==> src/design/hvrs_pkg.sv <==
package hvrs_pkg;

   typedef enum logic [1:0] {
      ACT_VOLT   = 2'd0,
      ACT_ENABLE = 2'd1,
      ACT_SWITCH = 2'd2
   } action_type;

   localparam logic [2:0] KIND_TICK     = 3'd0;
   localparam logic [2:0] KIND_SET      = 3'd1;
   localparam logic [2:0] KIND_ENABLE   = 3'd2;
   localparam logic [2:0] KIND_POLARITY = 3'd3;
   localparam logic [2:0] KIND_OUTPUT   = 3'd4;

   localparam logic [2:0] REG_MIN_VOLTAGE    = 3'd0;
   localparam logic [2:0] REG_MAX_VOLTAGE    = 3'd1;
   localparam logic [2:0] REG_RAMP_STEP      = 3'd2;
   localparam logic [2:0] REG_RAMP_INTERVAL  = 3'd3;
   localparam logic [2:0] REG_ENABLE_DELAY   = 3'd4;
   localparam logic [2:0] REG_POLARITY_DELAY = 3'd5;
   localparam logic [2:0] REG_FOLLOW_ENABLE  = 3'd6;

   // Pre-regulator map in unsigned Q16: 0.15789 and 21.05263.
   localparam logic [13:0] PRE_GAIN   = 14'd10347;
   localparam logic [29:0] PRE_OFFSET = 30'd1379705;

   typedef enum logic [3:0] {
      OP_NONE, OP_LOAD, OP_RAMP, OP_EN, OP_APPLY, OP_POL,
      OP_ENCMD, OP_ENPIN, OP_OUT, OP_POLCMD, OP_FLUSH
   } op_type;

   typedef enum logic [3:0] {
      ST_IDLE, ST_RAMP, ST_EN, ST_APPLY, ST_POL,
      ST_ENCMD, ST_ENPIN, ST_OUT, ST_POLCMD, ST_FLUSH
   } state_type;

   typedef struct packed {
      op_type op;
   } cmd_type;

   typedef struct packed {
      logic       stall;
      logic       en_fire;
      logic       from_tick;
      logic       last_ch;
      logic       enc_same;
      logic       flag;
      logic       follow;
      logic       in_ok;
      logic [2:0] in_kind;
   } status_type;

   typedef struct packed {
      action_type  action;
      logic [1:0]  ch;
      logic [15:0] volt;
      logic        en;
      logic        pos;
      logic        neg;
   } result_type;

   function automatic logic [13:0] pre_of(input logic [15:0] v);
      logic [29:0] acc;
      acc = 30'(v) * 30'(PRE_GAIN) + PRE_OFFSET;
      return acc[29:16];
   endfunction

endpackage

==> src/design/hvrs_datapath.sv <==
module hvrs_datapath
   import hvrs_pkg::*;
#(
   parameter int CHANNELS = 3,
   localparam int CH_W = (CHANNELS > 1) ? $clog2(CHANNELS) : 1
) (
   input  logic        clock,
   input  logic        reset,
   input  cmd_type     cmd,
   output status_type  status,
   input  logic [2:0]  req_tuser,
   input  logic [23:0] req_tdata,
   input  logic        csr_we,
   input  logic [2:0]  csr_index,
   input  logic [15:0] csr_wdata,
   input  logic        rsp_tready,
   output logic        rsp_tvalid,
   output logic [39:0] rsp_tdata,
   output logic [1:0]  rsp_tuser,
   output logic        rsp_tlast
);

   logic [15:0] min_ff, max_ff, step_ff, interval_ff, edelay_ff, pdelay_ff;
   logic        follow_ff;

   logic            from_tick_ff, from_tick_in;
   logic            flag_ff, flag_in;
   logic [15:0]     volt_ff, volt_in;
   logic [CH_W-1:0] ch_ff, ch_in;
   logic [31:0]     tick_ff, tick_in;

   logic [15:0] set_ff    [CHANNELS], set_in    [CHANNELS];
   logic [15:0] reqv_ff   [CHANNELS], reqv_in   [CHANNELS];
   logic        ramp_ff   [CHANNELS], ramp_in   [CHANNELS];
   logic [31:0] rstamp_ff [CHANNELS], rstamp_in [CHANNELS];
   logic        en_ff     [CHANNELS], en_in     [CHANNELS];
   logic        enp_ff    [CHANNELS], enp_in    [CHANNELS];
   logic [31:0] estamp_ff [CHANNELS], estamp_in [CHANNELS];
   logic        pol_ff    [CHANNELS], pol_in    [CHANNELS];
   logic        polp_ff   [CHANNELS], polp_in   [CHANNELS];
   logic [31:0] pstamp_ff [CHANNELS], pstamp_in [CHANNELS];
   logic        outon_ff  [CHANNELS], outon_in  [CHANNELS];

   result_type  pend_ff, pend_in;
   logic        pend_v_ff, pend_v_in;
   result_type  rsp_ff, rsp_in;
   logic [13:0] rsp_pre_ff, rsp_pre_in;
   logic        rsp_last_ff, rsp_last_in;
   logic        rsp_valid_ff, rsp_valid_in;

   logic [1:0]  req_ch;
   logic [15:0] set_c, tgt, apply_v, span, stepped;
   logic        far, in_range, due_r, due_e, due_p, last_ch;
   logic        emit, stall, move, out_free, out_ok, pol_ok;
   result_type  res;

   assign req_ch  = req_tdata[1:0];
   assign set_c   = set_ff[ch_ff];
   assign apply_v = from_tick_ff ? reqv_ff[ch_ff] : volt_ff;
   assign tgt     = (cmd.op == OP_RAMP) ? reqv_ff[ch_ff] : apply_v;
   assign span    = (tgt > set_c) ? tgt - set_c : set_c - tgt;
   assign far     = span > step_ff;
   assign stepped = (set_c < tgt) ? set_c + step_ff : set_c - step_ff;
   assign in_range = (apply_v >= min_ff) && (apply_v <= max_ff);
   assign due_r   = (tick_ff - rstamp_ff[ch_ff]) >= {16'b0, interval_ff};
   assign due_e   = (tick_ff - estamp_ff[ch_ff]) >= {16'b0, edelay_ff};
   assign due_p   = (tick_ff - pstamp_ff[ch_ff]) >= {16'b0, pdelay_ff};
   assign last_ch = ch_ff == CH_W'(CHANNELS - 1);
   assign out_ok  = !(follow_ff && en_ff[ch_ff] && !enp_ff[ch_ff] && flag_ff);
   assign pol_ok  = (flag_ff != pol_ff[ch_ff]) && !(follow_ff && en_ff[ch_ff])
                    && !polp_ff[ch_ff];
   assign out_free = !rsp_valid_ff || rsp_tready;

   // Result produced by the current step, if any.
   always_comb begin
      emit       = 1'b0;
      res        = '0;
      res.ch     = 2'(ch_ff);
      res.action = ACT_VOLT;
      unique case (cmd.op)
         OP_RAMP: begin
            emit     = ramp_ff[ch_ff] && due_r;
            res.volt = far ? stepped : reqv_ff[ch_ff];
         end
         OP_EN: begin
            emit       = enp_ff[ch_ff] && due_e;
            res.action = ACT_ENABLE;
            res.en     = 1'b1;
         end
         OP_APPLY: begin
            emit     = in_range;
            res.volt = far ? stepped : apply_v;
         end
         OP_POL: begin
            emit       = polp_ff[ch_ff] && due_p;
            res.action = ACT_SWITCH;
            res.pos    = outon_ff[ch_ff] && !pol_ff[ch_ff];
            res.neg    = outon_ff[ch_ff] && pol_ff[ch_ff];
         end
         OP_ENCMD: begin
            emit = flag_ff != en_ff[ch_ff];
            if (flag_ff) begin
               res.volt = min_ff;
            end else begin
               res.action = ACT_ENABLE;
            end
         end
         OP_ENPIN: begin
            emit       = 1'b1;
            res.action = ACT_ENABLE;
            res.en     = 1'b1;
         end
         OP_OUT: begin
            emit       = out_ok;
            res.action = ACT_SWITCH;
            res.pos    = flag_ff && !pol_ff[ch_ff];
            res.neg    = flag_ff && pol_ff[ch_ff];
         end
         OP_POLCMD: begin
            emit       = pol_ok;
            res.action = ACT_SWITCH;
         end
         default: emit = 1'b0;
      endcase
   end

   assign stall = pend_v_ff && !out_free && (emit || cmd.op == OP_FLUSH);
   assign move  = pend_v_ff && (emit || cmd.op == OP_FLUSH) && !stall;

   always_comb begin
      from_tick_in = from_tick_ff;
      flag_in      = flag_ff;
      volt_in      = volt_ff;
      ch_in        = ch_ff;
      tick_in      = tick_ff;
      set_in       = set_ff;
      reqv_in      = reqv_ff;
      ramp_in      = ramp_ff;
      rstamp_in    = rstamp_ff;
      en_in        = en_ff;
      enp_in       = enp_ff;
      estamp_in    = estamp_ff;
      pol_in       = pol_ff;
      polp_in      = polp_ff;
      pstamp_in    = pstamp_ff;
      outon_in     = outon_ff;
      pend_in      = pend_ff;
      pend_v_in    = pend_v_ff;
      rsp_in       = rsp_ff;
      rsp_pre_in   = rsp_pre_ff;
      rsp_last_in  = rsp_last_ff;
      rsp_valid_in = rsp_valid_ff && !rsp_tready;

      if (cmd.op == OP_LOAD) begin
         from_tick_in = req_tuser == KIND_TICK;
         flag_in      = req_tdata[18];
         volt_in      = req_tdata[17:2];
         ch_in        = (req_tuser == KIND_TICK) ? '0 : CH_W'(req_ch);
         if (req_tuser == KIND_TICK) begin
            tick_in = tick_ff + 32'd1;
         end
      end

      if (!stall) begin
         unique case (cmd.op)
            OP_RAMP: begin
               if (ramp_ff[ch_ff] && due_r) begin
                  if (far) begin
                     set_in[ch_ff]    = stepped;
                     rstamp_in[ch_ff] = tick_ff;
                  end else begin
                     set_in[ch_ff]  = reqv_ff[ch_ff];
                     ramp_in[ch_ff] = 1'b0;
                  end
               end
            end
            OP_EN: begin
               if (enp_ff[ch_ff] && due_e) begin
                  enp_in[ch_ff] = 1'b0;
               end
            end
            OP_APPLY: begin
               if (in_range) begin
                  reqv_in[ch_ff] = apply_v;
                  if (far) begin
                     set_in[ch_ff]    = stepped;
                     ramp_in[ch_ff]   = 1'b1;
                     rstamp_in[ch_ff] = tick_ff;
                  end else begin
                     set_in[ch_ff] = apply_v;
                  end
               end
            end
            OP_POL: begin
               if (polp_ff[ch_ff] && due_p) begin
                  polp_in[ch_ff] = 1'b0;
               end
               if (from_tick_ff && !last_ch) begin
                  ch_in = ch_ff + CH_W'(1);
               end
            end
            OP_ENCMD: begin
               if (flag_ff != en_ff[ch_ff]) begin
                  if (flag_ff) begin
                     set_in[ch_ff] = min_ff;
                  end else begin
                     en_in[ch_ff]  = 1'b0;
                     enp_in[ch_ff] = 1'b0;
                  end
               end
            end
            OP_ENPIN: begin
               en_in[ch_ff]     = 1'b1;
               enp_in[ch_ff]    = 1'b1;
               estamp_in[ch_ff] = tick_ff;
            end
            OP_OUT: begin
               if (out_ok) begin
                  outon_in[ch_ff] = flag_ff;
               end
            end
            OP_POLCMD: begin
               if (pol_ok) begin
                  pol_in[ch_ff]    = flag_ff;
                  polp_in[ch_ff]   = 1'b1;
                  pstamp_in[ch_ff] = tick_ff;
               end
            end
            default: ;
         endcase

         // Hold one result back so the last one of an item can be marked.
         if (move) begin
            rsp_in       = pend_ff;
            rsp_pre_in   = (pend_ff.action == ACT_VOLT) ? pre_of(pend_ff.volt) : 14'd0;
            rsp_last_in  = cmd.op == OP_FLUSH;
            rsp_valid_in = 1'b1;
         end
         if (emit) begin
            pend_in   = res;
            pend_v_in = 1'b1;
         end else if (cmd.op == OP_FLUSH) begin
            pend_v_in = 1'b0;
         end
      end
   end

   always_ff @(posedge clock) begin
      if (reset) begin
         min_ff       <= 16'd0;
         max_ff       <= 16'd65535;
         step_ff      <= 16'd10;
         interval_ff  <= 16'd100;
         edelay_ff    <= 16'd100;
         pdelay_ff    <= 16'd100;
         follow_ff    <= 1'b0;
         tick_ff      <= '0;
         ch_ff        <= '0;
         from_tick_ff <= 1'b0;
         pend_v_ff    <= 1'b0;
         rsp_valid_ff <= 1'b0;
         for (int i = 0; i < CHANNELS; i++) begin
            set_ff[i]    <= '0;
            reqv_ff[i]   <= '0;
            ramp_ff[i]   <= 1'b0;
            rstamp_ff[i] <= '0;
            en_ff[i]     <= 1'b0;
            enp_ff[i]    <= 1'b0;
            estamp_ff[i] <= '0;
            pol_ff[i]    <= 1'b0;
            polp_ff[i]   <= 1'b0;
            pstamp_ff[i] <= '0;
            outon_ff[i]  <= 1'b0;
         end
      end else begin
         if (csr_we) begin
            unique case (csr_index)
               REG_MIN_VOLTAGE:    min_ff      <= csr_wdata;
               REG_MAX_VOLTAGE:    max_ff      <= csr_wdata;
               REG_RAMP_STEP:      step_ff     <= csr_wdata;
               REG_RAMP_INTERVAL:  interval_ff <= csr_wdata;
               REG_ENABLE_DELAY:   edelay_ff   <= csr_wdata;
               REG_POLARITY_DELAY: pdelay_ff   <= csr_wdata;
               REG_FOLLOW_ENABLE:  follow_ff   <= csr_wdata[0];
               default: ;
            endcase
         end
         tick_ff      <= tick_in;
         ch_ff        <= ch_in;
         from_tick_ff <= from_tick_in;
         pend_v_ff    <= pend_v_in;
         rsp_valid_ff <= rsp_valid_in;
         set_ff       <= set_in;
         reqv_ff      <= reqv_in;
         ramp_ff      <= ramp_in;
         rstamp_ff    <= rstamp_in;
         en_ff        <= en_in;
         enp_ff       <= enp_in;
         estamp_ff    <= estamp_in;
         pol_ff       <= pol_in;
         polp_ff      <= polp_in;
         pstamp_ff    <= pstamp_in;
         outon_ff     <= outon_in;
      end
   end

   always_ff @(posedge clock) begin
      flag_ff     <= flag_in;
      volt_ff     <= volt_in;
      pend_ff     <= pend_in;
      rsp_ff      <= rsp_in;
      rsp_pre_ff  <= rsp_pre_in;
      rsp_last_ff <= rsp_last_in;
   end

   always_comb begin
      status           = '0;
      status.stall     = stall;
      status.en_fire   = enp_ff[ch_ff] && due_e;
      status.from_tick = from_tick_ff;
      status.last_ch   = last_ch;
      status.enc_same  = flag_ff == en_ff[ch_ff];
      status.flag      = flag_ff;
      status.follow    = follow_ff;
      status.in_ok     = int'(req_ch) < CHANNELS;
      status.in_kind   = req_tuser;
   end

   assign rsp_tvalid = rsp_valid_ff;
   assign rsp_tuser  = rsp_ff.action;
   assign rsp_tlast  = rsp_last_ff;
   assign rsp_tdata  = {5'b0, rsp_ff.neg, rsp_ff.pos, rsp_ff.en, rsp_pre_ff,
                        rsp_ff.volt, rsp_ff.ch};

   a_pend_drained: assert property (@(posedge clock) disable iff (reset)
      cmd.op == OP_LOAD |-> !pend_v_ff)
      else $error("result left over from previous item");

   a_pin_no_volt: assert property (@(posedge clock) disable iff (reset)
      rsp_valid_ff && rsp_ff.action != ACT_VOLT |-> rsp_pre_ff == 14'd0 && rsp_ff.volt == 16'd0)
      else $error("pin action carries a voltage");

endmodule

==> src/design/hvrs_controller.sv <==
module hvrs_controller
   import hvrs_pkg::*;
(
   input  logic       clock,
   input  logic       reset,
   input  logic       req_tvalid,
   output logic       req_tready,
   input  status_type status,
   output cmd_type    cmd
);

   state_type state_ff, state_in;

   always_ff @(posedge clock) begin
      if (reset) begin
         state_ff <= ST_IDLE;
      end else begin
         state_ff <= state_in;
      end
   end

   always_comb begin
      state_in   = state_ff;
      cmd.op     = OP_NONE;
      req_tready = 1'b0;
      unique case (state_ff)
         ST_IDLE: begin
            req_tready = 1'b1;
            if (req_tvalid) begin
               cmd.op = OP_LOAD;
               priority if (status.in_kind == KIND_TICK) begin
                  state_in = ST_RAMP;
               end else if (!status.in_ok) begin
                  state_in = ST_FLUSH;
               end else if (status.in_kind == KIND_SET) begin
                  state_in = ST_APPLY;
               end else if (status.in_kind == KIND_ENABLE) begin
                  state_in = ST_ENCMD;
               end else if (status.in_kind == KIND_POLARITY) begin
                  state_in = ST_POLCMD;
               end else if (status.in_kind == KIND_OUTPUT) begin
                  state_in = ST_OUT;
               end else begin
                  state_in = ST_FLUSH;
               end
            end
         end
         ST_RAMP: begin
            cmd.op = OP_RAMP;
            if (!status.stall) state_in = ST_EN;
         end
         ST_EN: begin
            cmd.op = OP_EN;
            if (!status.stall) state_in = status.en_fire ? ST_APPLY : ST_POL;
         end
         ST_APPLY: begin
            cmd.op = OP_APPLY;
            if (!status.stall) state_in = status.from_tick ? ST_POL : ST_FLUSH;
         end
         ST_POL: begin
            cmd.op = OP_POL;
            if (!status.stall) begin
               state_in = (status.from_tick && !status.last_ch) ? ST_RAMP : ST_FLUSH;
            end
         end
         ST_ENCMD: begin
            cmd.op = OP_ENCMD;
            if (!status.stall) begin
               priority if (status.enc_same) state_in = ST_FLUSH;
               else if (status.flag)         state_in = ST_ENPIN;
               else if (status.follow)       state_in = ST_OUT;
               else                          state_in = ST_FLUSH;
            end
         end
         ST_ENPIN: begin
            cmd.op = OP_ENPIN;
            if (!status.stall) state_in = status.follow ? ST_OUT : ST_FLUSH;
         end
         ST_OUT: begin
            cmd.op = OP_OUT;
            if (!status.stall) state_in = ST_FLUSH;
         end
         ST_POLCMD: begin
            cmd.op = OP_POLCMD;
            if (!status.stall) state_in = ST_FLUSH;
         end
         ST_FLUSH: begin
            cmd.op = OP_FLUSH;
            if (!status.stall) state_in = ST_IDLE;
         end
         default: state_in = ST_IDLE;
      endcase
   end

   a_enpin_entry: assert property (@(posedge clock) disable iff (reset)
      state_ff == ST_ENPIN |-> $past(state_ff) == ST_ENCMD || $past(state_ff) == ST_ENPIN)
      else $error("enable pin step entered out of order");

endmodule

==> src/design/hv_channel_ramp_sequencer.sv <==
// Steps: a command runs its sequencer steps from transfer to its last result in
//   the output register; a tick runs the ramp, enable, optional apply and
//   polarity steps of the sequencer for each channel in turn.
// Throughput: one item at a time; the next transfer is taken in the cycle after
//   the flush step of the previous item is done. Output stalls stretch this.
// Reset: synchronous, active high; loads CSR defaults, clears control state.
module hv_channel_ramp_sequencer
   import hvrs_pkg::*;
#(
   parameter int CHANNELS = 3
) (
   input  logic        clock,
   input  logic        reset,
   // Command and tick input
   input  logic        req_tvalid,
   output logic        req_tready,
   input  logic [23:0] req_tdata,   // channel[1:0], voltage[17:2], flag[18]
   input  logic [2:0]  req_tuser,   // kind
   // Result output
   output logic        rsp_tvalid,
   input  logic        rsp_tready,
   output logic [39:0] rsp_tdata,   // out_channel[1:0], out_voltage[17:2],
                                    // pre_voltage[31:18], enable_level[32],
                                    // drive_positive[33], drive_negative[34]
   output logic [1:0]  rsp_tuser,   // action
   output logic        rsp_tlast,   // last
   // Register writes
   input  logic        csr_we,
   input  logic [2:0]  csr_index,
   input  logic [15:0] csr_wdata
);

   cmd_type    cmd;
   status_type status;

   // Sequencer: steps through the per-channel actions of one item.
   hvrs_controller u_ctrl (
      .clock      (clock),
      .reset      (reset),
      .req_tvalid (req_tvalid),
      .req_tready (req_tready),
      .status     (status),
      .cmd        (cmd)
   );

   // Channel state, timers, result staging and the output register.
   hvrs_datapath #(.CHANNELS(CHANNELS)) u_dp (
      .clock      (clock),
      .reset      (reset),
      .cmd        (cmd),
      .status     (status),
      .req_tuser  (req_tuser),
      .req_tdata  (req_tdata),
      .csr_we     (csr_we),
      .csr_index  (csr_index),
      .csr_wdata  (csr_wdata),
      .rsp_tready (rsp_tready),
      .rsp_tvalid (rsp_tvalid),
      .rsp_tdata  (rsp_tdata),
      .rsp_tuser  (rsp_tuser),
      .rsp_tlast  (rsp_tlast)
   );

endmodule
==> config.mk <==
export PLATFORM = sky130hd
export DESIGN_NAME = hv_channel_ramp_sequencer
export DESIGN_NICKNAME = d
export VERILOG_FILES = /design/src/design/hvrs_pkg.sv /design/src/design/hvrs_datapath.sv /design/src/design/hvrs_controller.sv /design/src/design/hv_channel_ramp_sequencer.sv
export SDC_FILE = /design/constraint.sdc
export NUM_CORES = 2
export LEC_CHECK = 0
export ABC_AREA = 1
export ABC_CLOCK_PERIOD_IN_PS = 8300
export BUFFER_PORTS_ARGS = -buffer_cell sky130_fd_sc_hd__buf_2
export CORE_MARGIN = 10
export CORE_UTILIZATION = 45
export CTS_BUF_LIST = sky130_fd_sc_hd__clkbuf_4 sky130_fd_sc_hd__clkbuf_8
export CTS_CLUSTER_DIAMETER = 120
export DETAILED_ROUTE_END_ITERATION = 7
export GPL_TIMING_DRIVEN = 0
export SLEW_MARGIN = 20
export SYNTH_ARGS = -nofsm -noshare
export SYNTH_HDL_FRONTEND = slang
export SYNTH_HIERARCHICAL = 1
export SYNTH_SLANG_ARGS = --single-unit
export TNS_END_PERCENT = 1
==> constraint.sdc <==
create_clock -name clock -period 8.3 [get_ports clock]
set_input_delay 0 -clock clock [delete_from_list [all_inputs] [get_ports clock]]
set_output_delay 0 -clock clock [all_outputs]
set_load 0.01 [all_outputs]
==> metrics.csv <==
stage;metric;value;unit
die;Die Wd;341.6;um
detailed_routing;Vias;48968;
detailed_routing;drt via density;5.451;
synthesis;count of different cell masters after synthesis;65;
synthesis;register bit total from synthesis;618;
sta;Peak Freq;119.5;MHz
synthesis;Post-Syn Area;0.04655;mm^2
detailed_routing;DRC errors left;0;
clock_network;CTS tree;yes;
die;die height;341.6;um
critical_path;CP Data Required Time;8.97;ns
clock_network;worst-skew pair later-pin latency;0.83;ns
layout;Final #Nets;8020;
critical_path;critical path type;reg2reg;
synthesis;Primary FF master, synth;dfxtp_1;
synthesis;yosys warns;6;
place;port buffer count;85;
die;starting density of the core;0.4556;
place;Place WS;-2.634;ns
critical_path;crit path DAT;9.04;ns
layout;post-route insts no fill;8983;
place;Placed Area;0.04879;mm^2
detailed_routing;top layer used by detailed routing;met5;
synthesis;Synth area leaders;dfxtp_1 23%, nand2_1 16%, ha_1 10%, inv_1 8.8%, nor2_1 7.5%;
place;Placer Congestion;1.023;
place;dpl hpwl;156800;um
critical_path;slowest stage delay, CP;0.74;ns
global_route;vias in the first global route;45336;
layout;commonest non-fill, non-tap cell in the layout;nand2_1;
sta;min cycle time layout;8.372;ns
critical_path;worst-path fanout max;10;
sta;Rel. slew slack;0.2272;
sta;endpoints failing setup;4;
flow_run;max-cap viol count;0;
global_route;antenna violations before repair;11;
sta;part of the cycle the worst path needs;1.009;
global_route;GRT Util Overall;0.3315;
sta;clk_skew;0.09348;ns
clock_network;Root Buffer;clkbuf_8;
die;core area;0.1022;mm^2
worst_hold_path;worst hold path type;in2reg;
die;die area;0.1167;mm^2
detailed_routing;drt total wl;201200;um
critical_path;Worst setup SP type;flop;
clock_network;TritonCTS Buffers;116;
synthesis;largest area contributor in the netlist;dfxtp_1;
layout;area of the multi-input gates;0.02784;mm^2
synthesis;cells after synthesis;7217;
worst_hold_path;hold_sp;req_tvalid;
critical_path;crit path launch;u_dp/ch_ff[1];
die;Top Ports;96;
detailed_routing;1st-iter DRT viols;5001;
synthesis;register area share after synthesis;0.2825;
critical_path;r2r startpoint;u_dp/ch_ff[1];
detailed_routing;wl on met1;81410;um
clock_network;clock sink total;618;
global_route;GRT overflow;0;
critical_path;r2r endpoint;u_ctrl/state_ff[0];
synthesis;ys async rst share;0;
detailed_routing;metal3 WL;16050;um
layout;final non-filler cell area;0.05244;mm^2
clock_network;CTS clk-pin slew, worst paths;0.06;ns
clock_network;Max Root-Sink Buffers;3;
layout;fill count;10804;
sta;RSZ-0062 raised after global routing;true;
global_route;first-pass GRT wire length;292900;um
detailed_routing;drt wl/cell;22.40;um
detailed_routing;DRT Pass-1 Iters;6;
die;row count;117;
sta;final hold slack;0.2163;ns
clock_network;H-tree Lvls;3;
synthesis;EDFF count, synth;78;
detailed_routing;Routed Antenna Nets;0;
place;placed cell count;8681;
critical_path;slowest stage cell on the critical path;buf_1;
layout;register area;0.01316;mm^2
sta;Max Slew Vio Count;0;
status;failing checks;setup timing;
layout;share of layout cells above drive strength 1;0.06953;
sta;Setup WS post-layout;-0.07166;ns
critical_path;Crit. End Element;flop;
layout;area delta synth->final;12.64;%
status;status;complete, but fails checks;
critical_path;flop-to-flop setup slack;-0.07;ns
sta;Slew @ Worst Pin;1.159;ns
global_route;largest net degree at the start of global routing;28;
synthesis;Syn Area/Cell;6.450;um^2
synthesis;Synth top area share;0.2322;
sta;final hold vios;0;
detailed_routing;WL met2;89320;um
layout;commonest non-fill, non-tap cells in the layout;1930 x nand2_1, 1093 x inv_1, 929 x nor2_1;
critical_path;worst setup path endpoint;u_ctrl/state_ff[0];
critical_path;Top cell by count, worst path;nand2_1;
critical_path;worst reg-to-reg path cell count;42;
==> Yosys cell counts (70+ instances only) <==
master,instances
dfxtp_1,540
xor2_1,72
fa_1,70
nor2_1,931
a22oi_1,95
clkbuf_1,218
nand4_1,161
o211ai_1,70
nand3_1,191
inv_1,1094
o21ai_0,348
nand2_1,1935
a21oi_1,571
edfxtp_1,78
buf_2,71
ha_1,383
==> worst min-delay path by stage <==
stage	to	slack, ns	cells past startpoint
2_1_floorplan	u_ctrl/state_ff[0]	0.07	1
6_report	u_ctrl/state_ff[1]	0.22	6
3_5_place_dp	u_dp/volt_ff[3]	0.18	1
4_1_cts	u_ctrl/state_ff[1]	0.16	6
5_1_grt	u_ctrl/state_ff[1]	0.22	6
3_3_place_gp	u_dp/volt_ff[0]	0.18	1
==> stage by stage <==
step,utilization,setup TNS (ns)
after detailed placement,0.4775,-243.75
after global routing,0.5131,-13.95
after floorplan,-,0
final,0.5132,-0.2791
after CTS,0.5117,0
after global placement,0.4766,-348.35
==> worst max-delay path, delay by kind of cell, from the launching register on <==
family	cells	cell delay, ns
compound gates	5	0.95
xor+xnor	1	0.21
fa+ha+maj	2	0.74
buf+inv	13	3.28
flops	1	0.47
simple gates	21	2.55
==> area by class of cell <==
cell class | count | share of cell area
flip-flops and latches | 618 | 0.2509
well taps | 1368 | 0.03264
repair buffers | 178 | 0.02539
multi-input cells | 5146 | 0.5308
clock buffers | 164 | 0.03958
diodes | 7 | 0.0003340
clock inverters | 46 | 0.01033
plain buffers | 347 | 0.03052
inverters | 1109 | 0.07950
==> sequential cells by signal, indices dropped and copies added, names as in the netlist, 21 cells and up, named ones only <==
register	count
u_dp/pend_ff	23
u_dp/set_ff	48
u_dp/estamp_ff	96
u_dp/reqv_ff	48
u_dp/tick_ff	32
u_dp/rstamp_ff	96
u_dp/pstamp_ff	96
u_dp/rsp_tdata	21
==> repair_timing <==
action	4_1_cts	5_1_grt
hold buffers	78	0
cloned	0	0
gates resized for setup	53	53
endpoints found under the hold margin	129	0
buffers inserted	1	7
setup endpoints to repair	167	282
pin swaps	2	5
==> routing by layer <==
layer  vias to the layer above  GRT usage
met2                      2174     0.5294
met1                     22591     0.4146
li1                      23656          -
met4                         4     0.2106
met3                       543    0.05180
met5                         -          0
==> cells by family after synthesis <==
family / count (synthesis) / share of synthesized area
buffers and inverters: 1457 / 0.1224
adders and majority gates: 453 / 0.1330
xor gates and xnor gates: 86 / 0.01618
and+or+nand+nor: 3376 / 0.2968
other: 1 / 0.00008055
muxes: 8 / 0.001720
AOI/OAI and AO/OA: 1218 / 0.1473
DFF: 618 / 0.2825
Power is left out: the tool's default activity adds up to more than one toggle a clock period on the data nets, which glitch-free logic cannot reach.
